`src/rtl/jslg_pkg.sv`:
```
// ============================================================================
// jslg_pkg: shared types and constants of the joint soft-limit command guard
// Field widths, register map, limit-state codes and reset values.
// ============================================================================
package jslg_pkg;

    localparam int DATA_W    = 32;   // signed Q16.16 fields
    localparam int GAIN_W    = 31;   // unsigned Q15.16 limits and gains
    localparam int APB_DW    = 32;
    localparam int APB_AW    = 5;    // eight 32-bit registers
    localparam int REG_IDX_W = 3;
    localparam int EDGE_W    = 34;   // limit + margin + hysteresis, no wrap

    // Register indexes (byte address = 4 * index)
    localparam logic [REG_IDX_W-1:0] REG_POSITION_MIN    = 3'd0;
    localparam logic [REG_IDX_W-1:0] REG_POSITION_MAX    = 3'd1;
    localparam logic [REG_IDX_W-1:0] REG_VELOCITY_MAX    = 3'd2;
    localparam logic [REG_IDX_W-1:0] REG_EFFORT_MAX      = 3'd3;
    localparam logic [REG_IDX_W-1:0] REG_STIFFNESS_MAX   = 3'd4;
    localparam logic [REG_IDX_W-1:0] REG_DAMPING_MAX     = 3'd5;
    localparam logic [REG_IDX_W-1:0] REG_MARGIN_WIDTH    = 3'd6;
    localparam logic [REG_IDX_W-1:0] REG_EXIT_HYSTERESIS = 3'd7;

    // Soft-limit state codes
    localparam logic [1:0] ST_OPERATIONAL = 2'd0;
    localparam logic [1:0] ST_NEAR_LOWER  = 2'd1;
    localparam logic [1:0] ST_NEAR_UPPER  = 2'd2;
    localparam logic [1:0] ST_OVER_LIMIT  = 2'd3;

    // Register reset values
    localparam logic signed [DATA_W-1:0] RST_POSITION_MIN    = -32'sd205887;
    localparam logic signed [DATA_W-1:0] RST_POSITION_MAX    = 32'sd205887;
    localparam logic [GAIN_W-1:0]        RST_VELOCITY_MAX    = 31'd655360;
    localparam logic [GAIN_W-1:0]        RST_EFFORT_MAX      = 31'd131072;
    localparam logic [GAIN_W-1:0]        RST_STIFFNESS_MAX   = 31'd6553600;
    localparam logic [GAIN_W-1:0]        RST_DAMPING_MAX     = 31'd327680;
    localparam logic [GAIN_W-1:0]        RST_MARGIN_WIDTH    = 31'd6554;
    localparam logic [GAIN_W-1:0]        RST_EXIT_HYSTERESIS = 31'd3277;

    typedef struct packed {
        logic signed [DATA_W-1:0] position_min;
        logic signed [DATA_W-1:0] position_max;
        logic [GAIN_W-1:0]        velocity_max;
        logic [GAIN_W-1:0]        effort_max;
        logic [GAIN_W-1:0]        stiffness_max;
        logic [GAIN_W-1:0]        damping_max;
        logic [GAIN_W-1:0]        margin_width;
        logic [GAIN_W-1:0]        exit_hysteresis;
    } cfg_t;

    typedef struct packed {
        logic signed [DATA_W-1:0] meas_position;
        logic signed [DATA_W-1:0] meas_velocity;
        logic signed [DATA_W-1:0] req_position;
        logic signed [DATA_W-1:0] req_velocity;
        logic signed [DATA_W-1:0] req_stiffness;
        logic signed [DATA_W-1:0] req_damping;
        logic signed [DATA_W-1:0] req_torque;
    } in_item_t;

    typedef struct packed {
        logic signed [DATA_W-1:0] out_position;
        logic signed [DATA_W-1:0] out_velocity;
        logic [GAIN_W-1:0]        out_stiffness;
        logic [GAIN_W-1:0]        out_damping;
        logic signed [DATA_W-1:0] out_torque;
        logic [1:0]               limit_state;
    } out_item_t;

endpackage

```
`src/rtl/jslg_in_if.sv`:
```
// ============================================================================
// jslg_in_if: command input channel
// Valid/ready channel carrying measured state and requested commands.
// ============================================================================
interface jslg_in_if
    import jslg_pkg::*;
();
    logic                     valid;
    logic                     ready;
    logic signed [DATA_W-1:0] meas_position;
    logic signed [DATA_W-1:0] meas_velocity;
    logic signed [DATA_W-1:0] req_position;
    logic signed [DATA_W-1:0] req_velocity;
    logic signed [DATA_W-1:0] req_stiffness;
    logic signed [DATA_W-1:0] req_damping;
    logic signed [DATA_W-1:0] req_torque;

    modport source (
        output valid, meas_position, meas_velocity, req_position, req_velocity,
               req_stiffness, req_damping, req_torque,
        input  ready
    );
    modport sink (
        input  valid, meas_position, meas_velocity, req_position, req_velocity,
               req_stiffness, req_damping, req_torque,
        output ready
    );
endinterface

```
`src/rtl/jslg_out_if.sv`:
```
// ============================================================================
// jslg_out_if: guarded command output channel
// Valid/ready channel carrying guarded commands and the soft-limit state.
// ============================================================================
interface jslg_out_if
    import jslg_pkg::*;
();
    logic                     valid;
    logic                     ready;
    logic signed [DATA_W-1:0] out_position;
    logic signed [DATA_W-1:0] out_velocity;
    logic [GAIN_W-1:0]        out_stiffness;
    logic [GAIN_W-1:0]        out_damping;
    logic signed [DATA_W-1:0] out_torque;
    logic [1:0]               limit_state;

    modport source (
        output valid, out_position, out_velocity, out_stiffness, out_damping,
               out_torque, limit_state,
        input  ready
    );
    modport sink (
        input  valid, out_position, out_velocity, out_stiffness, out_damping,
               out_torque, limit_state,
        output ready
    );
endinterface

```
`src/rtl/jslg_cfg_regs.sv`:
```
// ============================================================================
// jslg_cfg_regs: APB configuration register file
// Eight limit registers, written in the APB access phase, read back directly.
// ============================================================================
module jslg_cfg_regs
    import jslg_pkg::*;
(
    input  logic              clk,
    input  logic              rst_n,
    input  logic              psel,
    input  logic              penable,
    input  logic              pwrite,
    input  logic [APB_AW-1:0] paddr,
    input  logic [APB_DW-1:0] pwdata,
    output logic [APB_DW-1:0] prdata,
    output logic              pready,
    output cfg_t              cfg
);

    cfg_t                 cfg_reg;
    cfg_t                 cfg_next;
    logic [REG_IDX_W-1:0] reg_idx;
    logic                 wr_en;

    assign pready  = 1'b1;
    assign reg_idx = paddr[APB_AW-1:2];
    assign wr_en   = psel && penable && pwrite;
    assign cfg     = cfg_reg;

    always_comb
    begin
        cfg_next = cfg_reg;
        if (wr_en)
        begin
            case (reg_idx)
                REG_POSITION_MIN:    cfg_next.position_min    = pwdata;
                REG_POSITION_MAX:    cfg_next.position_max    = pwdata;
                REG_VELOCITY_MAX:    cfg_next.velocity_max    = pwdata[GAIN_W-1:0];
                REG_EFFORT_MAX:      cfg_next.effort_max      = pwdata[GAIN_W-1:0];
                REG_STIFFNESS_MAX:   cfg_next.stiffness_max   = pwdata[GAIN_W-1:0];
                REG_DAMPING_MAX:     cfg_next.damping_max     = pwdata[GAIN_W-1:0];
                REG_MARGIN_WIDTH:    cfg_next.margin_width    = pwdata[GAIN_W-1:0];
                REG_EXIT_HYSTERESIS: cfg_next.exit_hysteresis = pwdata[GAIN_W-1:0];
                default:             cfg_next = cfg_reg;
            endcase
        end
    end

    always_comb
    begin
        case (reg_idx)
            REG_POSITION_MIN:    prdata = cfg_reg.position_min;
            REG_POSITION_MAX:    prdata = cfg_reg.position_max;
            REG_VELOCITY_MAX:    prdata = {1'b0, cfg_reg.velocity_max};
            REG_EFFORT_MAX:      prdata = {1'b0, cfg_reg.effort_max};
            REG_STIFFNESS_MAX:   prdata = {1'b0, cfg_reg.stiffness_max};
            REG_DAMPING_MAX:     prdata = {1'b0, cfg_reg.damping_max};
            REG_MARGIN_WIDTH:    prdata = {1'b0, cfg_reg.margin_width};
            REG_EXIT_HYSTERESIS: prdata = {1'b0, cfg_reg.exit_hysteresis};
            default:             prdata = '0;
        endcase
    end

    always_ff @(posedge clk or negedge rst_n)
    begin
        if (!rst_n)
        begin
            cfg_reg.position_min    <= RST_POSITION_MIN;
            cfg_reg.position_max    <= RST_POSITION_MAX;
            cfg_reg.velocity_max    <= RST_VELOCITY_MAX;
            cfg_reg.effort_max      <= RST_EFFORT_MAX;
            cfg_reg.stiffness_max   <= RST_STIFFNESS_MAX;
            cfg_reg.damping_max     <= RST_DAMPING_MAX;
            cfg_reg.margin_width    <= RST_MARGIN_WIDTH;
            cfg_reg.exit_hysteresis <= RST_EXIT_HYSTERESIS;
        end
        else
        begin
            cfg_reg <= cfg_next;
        end
    end

endmodule

```
`src/rtl/jslg_limit_fsm.sv`:
```
// ============================================================================
// jslg_limit_fsm: four-state soft-limit machine
// Classify measured position and velocity against limits, margin and exit
// hysteresis; commit the new state when the item advances.
// ============================================================================
module jslg_limit_fsm
    import jslg_pkg::*;
(
    input  logic                     clk,
    input  logic                     rst_n,
    input  logic                     advance,
    input  cfg_t                     cfg,
    input  logic signed [DATA_W-1:0] meas_position,
    input  logic signed [DATA_W-1:0] meas_velocity,
    output logic [1:0]               state_new
);

    logic [1:0]               state_reg;
    logic [1:0]               state_next;
    logic signed [EDGE_W-1:0] pos_w;
    logic signed [EDGE_W-1:0] lim_lo;
    logic signed [EDGE_W-1:0] lim_hi;
    logic signed [EDGE_W-1:0] margin_w;
    logic signed [EDGE_W-1:0] hyst_w;
    logic signed [EDGE_W-1:0] low_edge;
    logic signed [EDGE_W-1:0] high_edge;
    logic signed [EDGE_W-1:0] low_exit;
    logic signed [EDGE_W-1:0] high_exit;
    logic                     vel_neg;
    logic                     vel_pos;

    // Sign-extend positions to the edge width, zero-extend margins: no wrap
    assign pos_w     = EDGE_W'(meas_position);
    assign lim_lo    = EDGE_W'(cfg.position_min);
    assign lim_hi    = EDGE_W'(cfg.position_max);
    assign margin_w  = $signed({(EDGE_W-GAIN_W)'(0), cfg.margin_width});
    assign hyst_w    = $signed({(EDGE_W-GAIN_W)'(0), cfg.exit_hysteresis});
    assign low_edge  = lim_lo + margin_w;
    assign high_edge = lim_hi - margin_w;
    assign low_exit  = low_edge + hyst_w;
    assign high_exit = high_edge - hyst_w;
    assign vel_neg   = meas_velocity[DATA_W-1];
    assign vel_pos   = !meas_velocity[DATA_W-1] && (meas_velocity != '0);

    always_comb
    begin
        if (pos_w <= lim_lo || pos_w >= lim_hi)
            state_next = ST_OVER_LIMIT;
        else if (pos_w < low_edge && vel_neg)
            state_next = ST_NEAR_LOWER;
        else if (pos_w > high_edge && vel_pos)
            state_next = ST_NEAR_UPPER;
        else if (state_reg == ST_NEAR_LOWER)
            state_next = (pos_w > low_exit) ? ST_OPERATIONAL : ST_NEAR_LOWER;
        else if (state_reg == ST_NEAR_UPPER)
            state_next = (pos_w < high_exit) ? ST_OPERATIONAL : ST_NEAR_UPPER;
        else
            state_next = ST_OPERATIONAL;
    end

    assign state_new = state_next;

    always_ff @(posedge clk or negedge rst_n)
    begin
        if (!rst_n)
            state_reg <= ST_OPERATIONAL;
        else if (advance)
            state_reg <= state_next;
    end

endmodule

```
`src/rtl/jslg_cmd_clamp.sv`:
```
// ============================================================================
// jslg_cmd_clamp: command clamping and over-limit override
// Clamp the five requested commands to their limits; in over-limit hold the
// measured position and zero the other four commands.
// ============================================================================
module jslg_cmd_clamp
    import jslg_pkg::*;
(
    input  cfg_t       cfg,
    input  in_item_t   item,
    input  logic [1:0] state_new,
    output out_item_t  result
);

    // Lower bound tested first, so with crossed bounds x below lo gives lo and any other x gives hi
    function automatic logic signed [DATA_W-1:0] clamp_s(
        input logic signed [DATA_W-1:0] x,
        input logic signed [DATA_W-1:0] lo,
        input logic signed [DATA_W-1:0] hi
    );
        logic signed [DATA_W-1:0] r;
        if (x < lo)
            r = lo;
        else if (x > hi)
            r = hi;
        else
            r = x;
        return r;
    endfunction

    logic signed [DATA_W-1:0] vmax_s;
    logic signed [DATA_W-1:0] emax_s;
    logic signed [DATA_W-1:0] kmax_s;
    logic signed [DATA_W-1:0] dmax_s;
    logic signed [DATA_W-1:0] c_pos;
    logic signed [DATA_W-1:0] c_vel;
    logic signed [DATA_W-1:0] c_stf;
    logic signed [DATA_W-1:0] c_dmp;
    logic signed [DATA_W-1:0] c_trq;
    logic                     over;

    assign vmax_s = $signed({1'b0, cfg.velocity_max});
    assign emax_s = $signed({1'b0, cfg.effort_max});
    assign kmax_s = $signed({1'b0, cfg.stiffness_max});
    assign dmax_s = $signed({1'b0, cfg.damping_max});

    assign c_pos = clamp_s(item.req_position, cfg.position_min, cfg.position_max);
    assign c_vel = clamp_s(item.req_velocity, -vmax_s, vmax_s);
    assign c_stf = clamp_s(item.req_stiffness, '0, kmax_s);
    assign c_dmp = clamp_s(item.req_damping, '0, dmax_s);
    assign c_trq = clamp_s(item.req_torque, -emax_s, emax_s);

    assign over = (state_new == ST_OVER_LIMIT);

    always_comb
    begin
        result.limit_state = state_new;
        if (over)
        begin
            result.out_position  = item.meas_position;
            result.out_velocity  = '0;
            result.out_stiffness = '0;
            result.out_damping   = '0;
            result.out_torque    = '0;
        end
        else
        begin
            result.out_position  = c_pos;
            result.out_velocity  = c_vel;
            result.out_stiffness = c_stf[GAIN_W-1:0];
            result.out_damping   = c_dmp[GAIN_W-1:0];
            result.out_torque    = c_trq;
        end
    end

endmodule

```
`src/rtl/joint_soft_limit_command_guard.sv`:
```
// ============================================================================
// joint_soft_limit_command_guard: joint impedance command guard
// Clamps commands and runs a soft-limit state machine per command sample.
// ============================================================================
// Path: input register, clamp and limit logic, result register; an item
//   waits in the input register while the result register is full and
//   out_cmd.ready is low.
// Throughput: one item per cycle unless out_cmd.ready holds the result; the
//   soft-limit state commits as each item advances.
// Reset: rst_n clears both valid flags, puts the state machine in
//   operational and loads the limit registers with their defaults.
module joint_soft_limit_command_guard
    import jslg_pkg::*;
(
    input  logic              clk,
    input  logic              rst_n,
    jslg_in_if.sink           in_cmd,
    jslg_out_if.source        out_cmd,
    input  logic              psel,
    input  logic              penable,
    input  logic              pwrite,
    input  logic [APB_AW-1:0] paddr,
    input  logic [APB_DW-1:0] pwdata,
    output logic [APB_DW-1:0] prdata,
    output logic              pready
);

    cfg_t       cfg;
    in_item_t   in_item;
    in_item_t   s1_item_reg;
    logic       s1_valid_reg;
    logic       s1_valid_next;
    out_item_t  result;
    out_item_t  out_item_reg;
    logic       out_valid_reg;
    logic       out_valid_next;
    logic       in_xfer;
    logic       out_free;
    logic       s1_advance;
    logic [1:0] state_new;

    // ------------------------------------------------------------------
    // Configuration registers
    // ------------------------------------------------------------------
    jslg_cfg_regs u_cfg_regs (
        .clk     (clk),
        .rst_n   (rst_n),
        .psel    (psel),
        .penable (penable),
        .pwrite  (pwrite),
        .paddr   (paddr),
        .pwdata  (pwdata),
        .prdata  (prdata),
        .pready  (pready),
        .cfg     (cfg)
    );

    // ------------------------------------------------------------------
    // Handshake: the result register frees when empty or drained this
    // cycle; the input register takes a new transfer when it is empty or
    // its item moves on, so a waiting result stops input only once the
    // input register also holds an item.
    // ------------------------------------------------------------------
    assign out_free     = !out_valid_reg || out_cmd.ready;
    assign s1_advance   = s1_valid_reg && out_free;
    assign in_cmd.ready = !s1_valid_reg || out_free;
    assign in_xfer      = in_cmd.valid && in_cmd.ready;

    assign in_item.meas_position = in_cmd.meas_position;
    assign in_item.meas_velocity = in_cmd.meas_velocity;
    assign in_item.req_position  = in_cmd.req_position;
    assign in_item.req_velocity  = in_cmd.req_velocity;
    assign in_item.req_stiffness = in_cmd.req_stiffness;
    assign in_item.req_damping   = in_cmd.req_damping;
    assign in_item.req_torque    = in_cmd.req_torque;

    always_comb
    begin
        // Hold the item until it moves to the result register
        if (in_xfer)
            s1_valid_next = 1'b1;
        else if (s1_advance)
            s1_valid_next = 1'b0;
        else
            s1_valid_next = s1_valid_reg;

        // Load on advance, drop once the result transfer completes
        if (s1_advance)
            out_valid_next = 1'b1;
        else if (out_cmd.ready)
            out_valid_next = 1'b0;
        else
            out_valid_next = out_valid_reg;
    end

    // ------------------------------------------------------------------
    // Soft-limit machine; its state commits only when an item advances,
    // so each item sees the state left by the one before it.
    // ------------------------------------------------------------------
    jslg_limit_fsm u_limit_fsm (
        .clk           (clk),
        .rst_n         (rst_n),
        .advance       (s1_advance),
        .cfg           (cfg),
        .meas_position (s1_item_reg.meas_position),
        .meas_velocity (s1_item_reg.meas_velocity),
        .state_new     (state_new)
    );

    // ------------------------------------------------------------------
    // Command clamp and over-limit override
    // ------------------------------------------------------------------
    jslg_cmd_clamp u_cmd_clamp (
        .cfg       (cfg),
        .item      (s1_item_reg),
        .state_new (state_new),
        .result    (result)
    );

    // Control state
    always_ff @(posedge clk or negedge rst_n)
    begin
        if (!rst_n)
        begin
            s1_valid_reg  <= 1'b0;
            out_valid_reg <= 1'b0;
        end
        else
        begin
            s1_valid_reg  <= s1_valid_next;
            out_valid_reg <= out_valid_next;
        end
    end

    // Payload registers, no reset needed
    always_ff @(posedge clk)
    begin
        if (in_xfer)
            s1_item_reg <= in_item;
        if (s1_advance)
            out_item_reg <= result;
    end

    // ------------------------------------------------------------------
    // Output channel
    // ------------------------------------------------------------------
    assign out_cmd.valid         = out_valid_reg;
    assign out_cmd.out_position  = out_item_reg.out_position;
    assign out_cmd.out_velocity  = out_item_reg.out_velocity;
    assign out_cmd.out_stiffness = out_item_reg.out_stiffness;
    assign out_cmd.out_damping   = out_item_reg.out_damping;
    assign out_cmd.out_torque    = out_item_reg.out_torque;
    assign out_cmd.limit_state   = out_item_reg.limit_state;

endmodule

```
`src/flat_wrapper.sv`:
```
// flat-port wrapper written by rule: the top's interface ports become plain ports
module joint_soft_limit_command_guard_flat import jslg_pkg::*;
  (clk, rst_n, psel, penable, pwrite, paddr, pwdata, prdata, pready, in_cmd_valid, in_cmd_meas_position, in_cmd_meas_velocity, in_cmd_req_position, in_cmd_req_velocity, in_cmd_req_stiffness, in_cmd_req_damping, in_cmd_req_torque, in_cmd_ready, out_cmd_valid, out_cmd_out_position, out_cmd_out_velocity, out_cmd_out_stiffness, out_cmd_out_damping, out_cmd_out_torque, out_cmd_limit_state, out_cmd_ready);
  jslg_in_if in_cmd_i ();
  jslg_out_if out_cmd_i ();
  input  logic clk;
  input  logic rst_n;
  input  logic psel;
  input  logic penable;
  input  logic pwrite;
  input  logic [APB_AW-1:0] paddr;
  input  logic [APB_DW-1:0] pwdata;
  output logic [APB_DW-1:0] prdata;
  output logic pready;
  input wire logic [$bits(in_cmd_i.valid)-1:0] in_cmd_valid;
  input wire logic [$bits(in_cmd_i.meas_position)-1:0] in_cmd_meas_position;
  input wire logic [$bits(in_cmd_i.meas_velocity)-1:0] in_cmd_meas_velocity;
  input wire logic [$bits(in_cmd_i.req_position)-1:0] in_cmd_req_position;
  input wire logic [$bits(in_cmd_i.req_velocity)-1:0] in_cmd_req_velocity;
  input wire logic [$bits(in_cmd_i.req_stiffness)-1:0] in_cmd_req_stiffness;
  input wire logic [$bits(in_cmd_i.req_damping)-1:0] in_cmd_req_damping;
  input wire logic [$bits(in_cmd_i.req_torque)-1:0] in_cmd_req_torque;
  output wire logic [$bits(in_cmd_i.ready)-1:0] in_cmd_ready;
  output wire logic [$bits(out_cmd_i.valid)-1:0] out_cmd_valid;
  output wire logic [$bits(out_cmd_i.out_position)-1:0] out_cmd_out_position;
  output wire logic [$bits(out_cmd_i.out_velocity)-1:0] out_cmd_out_velocity;
  output wire logic [$bits(out_cmd_i.out_stiffness)-1:0] out_cmd_out_stiffness;
  output wire logic [$bits(out_cmd_i.out_damping)-1:0] out_cmd_out_damping;
  output wire logic [$bits(out_cmd_i.out_torque)-1:0] out_cmd_out_torque;
  output wire logic [$bits(out_cmd_i.limit_state)-1:0] out_cmd_limit_state;
  input wire logic [$bits(out_cmd_i.ready)-1:0] out_cmd_ready;
  assign in_cmd_i.valid = in_cmd_valid;
  assign in_cmd_i.meas_position = in_cmd_meas_position;
  assign in_cmd_i.meas_velocity = in_cmd_meas_velocity;
  assign in_cmd_i.req_position = in_cmd_req_position;
  assign in_cmd_i.req_velocity = in_cmd_req_velocity;
  assign in_cmd_i.req_stiffness = in_cmd_req_stiffness;
  assign in_cmd_i.req_damping = in_cmd_req_damping;
  assign in_cmd_i.req_torque = in_cmd_req_torque;
  assign in_cmd_ready = in_cmd_i.ready;
  assign out_cmd_valid = out_cmd_i.valid;
  assign out_cmd_out_position = out_cmd_i.out_position;
  assign out_cmd_out_velocity = out_cmd_i.out_velocity;
  assign out_cmd_out_stiffness = out_cmd_i.out_stiffness;
  assign out_cmd_out_damping = out_cmd_i.out_damping;
  assign out_cmd_out_torque = out_cmd_i.out_torque;
  assign out_cmd_limit_state = out_cmd_i.limit_state;
  assign out_cmd_i.ready = out_cmd_ready;
  joint_soft_limit_command_guard u_core (.clk(clk), .rst_n(rst_n), .in_cmd(in_cmd_i), .out_cmd(out_cmd_i), .psel(psel), .penable(penable), .pwrite(pwrite), .paddr(paddr), .pwdata(pwdata), .prdata(prdata), .pready(pready));
endmodule
```
`config.mk`:
```
export PLATFORM = sky130hd
export DESIGN_NAME = joint_soft_limit_command_guard_flat
export DESIGN_NICKNAME = d
export VERILOG_FILES = /design/src/rtl/jslg_pkg.sv /design/src/rtl/jslg_in_if.sv /design/src/rtl/jslg_out_if.sv /design/src/rtl/jslg_cfg_regs.sv /design/src/rtl/jslg_limit_fsm.sv /design/src/rtl/jslg_cmd_clamp.sv /design/src/rtl/joint_soft_limit_command_guard.sv /design/src/flat_wrapper.sv
export SDC_FILE = /design/constraint.sdc
export NUM_CORES = 2
export LEC_CHECK = 0
export ABC_AREA = 1
export BUFFER_PORTS_ARGS = -buffer_cell sky130_fd_sc_hd__buf_2
export CAP_MARGIN = 20
export CORE_MARGIN = 3
export CORE_UTILIZATION = 61
export DETAILED_ROUTE_END_ITERATION = 7
export PLACE_DENSITY = 0.81
export SYNTH_ARGS = -nofsm -noshare
export SYNTH_HDL_FRONTEND = slang
export SYNTH_HIERARCHICAL = 1
export SYNTH_SLANG_ARGS = --single-unit
```
`constraint.sdc`:
```
create_clock -name clk -period 21.5 [get_ports clk]
set_clock_uncertainty 0.1 [all_clocks]
set_input_delay 1.075 -clock clk [delete_from_list [all_inputs] [get_ports clk]]
set_output_delay 1.075 -clock clk [all_outputs]
set_load 0.005 [all_outputs]
```
==> flow_summary.ini <==
[logic_synthesis]
yosysUniqueCellTypes = 73
synth-edff-count = 384
synthFlopType = edfxtp_1
ys_seq_elements = 638
yosys_warnings = 6
yosysSeqAreaShare_pct = 37.2
syn_area_per_cell_um2 = 7.93
synth_area_um2 = 48300
syn_inst = 6092
async_reset_ff_share_pct = 39.8
synthesis.nets = 6937

[power]
p_seq_share_pct = 26.9
pwr-share-clk_pct = 17.1
power.leakage_nw = 26.1
p_switching_w = 0.00336
comb_power_share_pct = 56.0
p_int_w = 0.00363
p_per_area_nw_per_um2 = 130
ir_drop_mv = 0.0968
p_sw_share_pct = 48.1

[run_status]
outcome = finished with violations
violations = DRC

[clocking]
cts_resized = 0
clk_pin_slew_worst_paths_ps = 60
cts_hold_buffers = 0
cts_htree_levels = 3
cts_root_buf = clkbuf_16
clk_latency_ps = 650
numCtsBuffers = 70
cts.path.max_buffers = 3
postCtsSetupBuffers = 0
cts_tree = done
clock_sinks = 638

[placed_design]
postPlaceCellArea_um2 = 51300
place_congestion = 0.994
dp_hpwl_mm = 136
portBuffers = 459
dp_cells = 7421
pre_cts_ws_ps = 12760

[die]
io_pins = 463
initial_utilization_pct = 62.0
dieArea_um2 = 82600
die_y_um = 287
core_area_um2 = 78000
fp.dieW_um = 287
std_cell_rows = 102

[layout]
final_util_pct = 68.8
fill_cells = 6429
syn_to_final_growth_pct = 11.1
ff_latch_area_um2 = 18000
stdcell_count = 7564
drive_above_1_share_pct = 13.2
final_area_um2 = 53700
multiInputGateArea_um2 = 26500
final_net_count = 7303
largest_register_ffs = 250

[setup_path]
path_max_fanout = 58
crit_arrival_ps = 9570
r2r-end = u_core/out_cmd.out_damping[16]$_DFFE_PP_
criticalPathCategory = reg2reg
worstSetupStartpoint = u_core/u_cfg_regs/cfg[186]$_DFFE_PN1P_
r2r-start = u_core/u_cfg_regs/cfg[186]$_DFFE_PN1P_
cp-start-kind = register
slowest_delay_ps = 740
cp.required_ps = 21850
cp-end-kind = register
r2r_cells = 37
crit_top_cell = nand2_1
r2r_setup_slack_ps = 12280
slowest_stage = buf_4

[job]
max_cap_violations = 0

[timing]
setup_viol = 0
max_slew_margin_pct = 28.7
drv_slew = 0
finalWorstSetupSlack_ps = 12280
tns_ps = 0
worstMarginPinSlew_ps = 1070
period_share_pct = 42.9
period_needed_ps = 9220
hold_viol_final = 0
fmax_mhz = 109
rsz0062_at_grt = false

[drt]
drcViolationCount = 4
ant_nets = 0
dr.pass1.iters = 8
wl_mm = 179
detail_route.wl_per_cell_um = 23.7
drtIter0Drc = 5972
vias = 46451
vias_per_cell = 6.14

[global_route]
first_global_vias = 44415
grtUsageTotal_pct = 42.2
grt_max_degree = 158
antenna_found_initial = 14
grt_pass1_wl_mm = 263
grt-ovfl-total = 0

[hold_path]
hold_class = in2async
-- cell usage after synthesis, drive strengths merged (2+ instances only) --
master / count / area, um2
nand3b: 14 / 113
dfrtp: 199 / 4980
o21bai: 26 / 233
or2: 2 / 12.5
nor4b: 2 / 23.8
dfstp: 55 / 1450
buf: 141 / 858
a21o: 27 / 205
o21ai: 319 / 1660
a211oi: 3 / 22.5
nand3: 370 / 1910
a221oi: 7 / 61.3
a21boi: 39 / 300
nand2: 1369 / 5240
xnor2: 49 / 437
o21a: 19 / 143
and2: 2 / 12.5
a21oi: 555 / 2910
a31oi: 12 / 75.1
inv: 740 / 2780
nor4: 32 / 225
fa: 4 / 80.1
xor2: 117 / 1040
and3: 4 / 25.0
ha: 573 / 7170
nand4: 250 / 1560
o211ai: 7 / 57.6
edfxtp: 384 / 11500
nor2: 640 / 2540
nor3: 43 / 265
o2111ai: 3 / 26.3
nor3b: 4 / 40.0
clkbuf: 73 / 278
-- power groups by stage --
| stage | clock, W | combinational, W | sequential (W) |
|---|---|---|---|
| detailed placement | 0 | 0.00377 | 0.00188 |
| global placement | 0 | 0.00367 | 0.00188 |
| finish | 0.00120 | 0.00391 | 0.00188 |
| CTS | 0.00121 | 0.00380 | 0.00186 |
| global route | 0.00126 | 0.00433 | 0.00189 |
| floorplan | 0 | 0.00270 | 0.00175 |
-- worst max path at each step --
stage,endpoint,cells after the start,slack (ps)
2_1_floorplan,u_core/u_limit_fsm/state_reg[0]$_DFFE_PN0P_,5,11720
5_1_grt,u_core/out_cmd.out_damping[16]$_DFFE_PP_,42,12120
3_3_place_gp,u_core/out_cmd.out_damping[16]$_DFFE_PP_,37,12880
4_1_cts,u_core/out_cmd.out_damping[16]$_DFFE_PP_,37,12700
3_5_place_dp,u_core/out_cmd.out_damping[16]$_DFFE_PP_,37,12760
6_report,u_core/out_cmd.out_damping[16]$_DFFE_PP_,37,12280
-- cell families after synthesis --
| kind of cell | count (synthesis) | share of synthesized area [%] |
|---|---|---|
| xor+xnor | 166 | 3.06 |
| other cells | 1 | 0.00776 |
| buf+inv | 955 | 8.11 |
| compound gates | 1022 | 11.9 |
| simple gates | 2733 | 24.8 |
| fa+ha+maj | 577 | 15.0 |
| flops | 638 | 37.2 |
-- final cells by class --
cell class                      count  area share, %
Multi-Input combinational cell   4499           49.4
Sequential cell                   638           33.5
Timing Repair Buffer              508           5.21
Inverter                          741           5.20
Clock buffer                       97           3.64
Tap cell                         1040           2.42
Clock inverter                     31          0.580
Antenna cell                       10         0.0466
-- through the flow --
stage               hold slack (ps)  total power [W]
detailed placement              398          0.00566
CTS                             340          0.00687
finish                          309          0.00699
global placement                391          0.00555
global route                    356          0.00748
floorplan                       367          0.00445
-- worst max-delay path: cells and delay by family (launching register included) --
kind	cells	cell delay (ps)
xor+xnor	1	400
flops	1	650
buf+inv	7	1850
compound gates	8	1980
simple gates	17	2510
fa+ha+maj	4	1450
-- layer usage --
layer / global-route usage, % / vias up / part of all wire (%)
met5: 0 / - / 0.030
met4: 27.2 / 6 / 7.3
met3: 10.0 / 556 / 11
met2: 64.9 / 2858 / 44
met1: 53.4 / 21701 / 37
li1: - / 21330 / -
-- placed cells by master (no fill, tap or decap), drive strengths merged, types with 26 or more instances in the layout --
cell type,netlist,routed
nand3,370,370
o21ai,319,319
ha,573,573
clkinv,1,26
buf,141,508
dfrtp,199,199
nand4,250,250
dfstp,55,55
a21o,27,27
nor3,43,43
nor2,640,640
xor2,117,117
xnor2,49,49
edfxtp,384,384
clkbuf,73,97
nand2,1369,1369
a21oi,555,555
nor4,32,32
inv,740,742
o21bai,26,26
a21boi,39,39
Note: power is estimated with default switching activity, not from simulation.
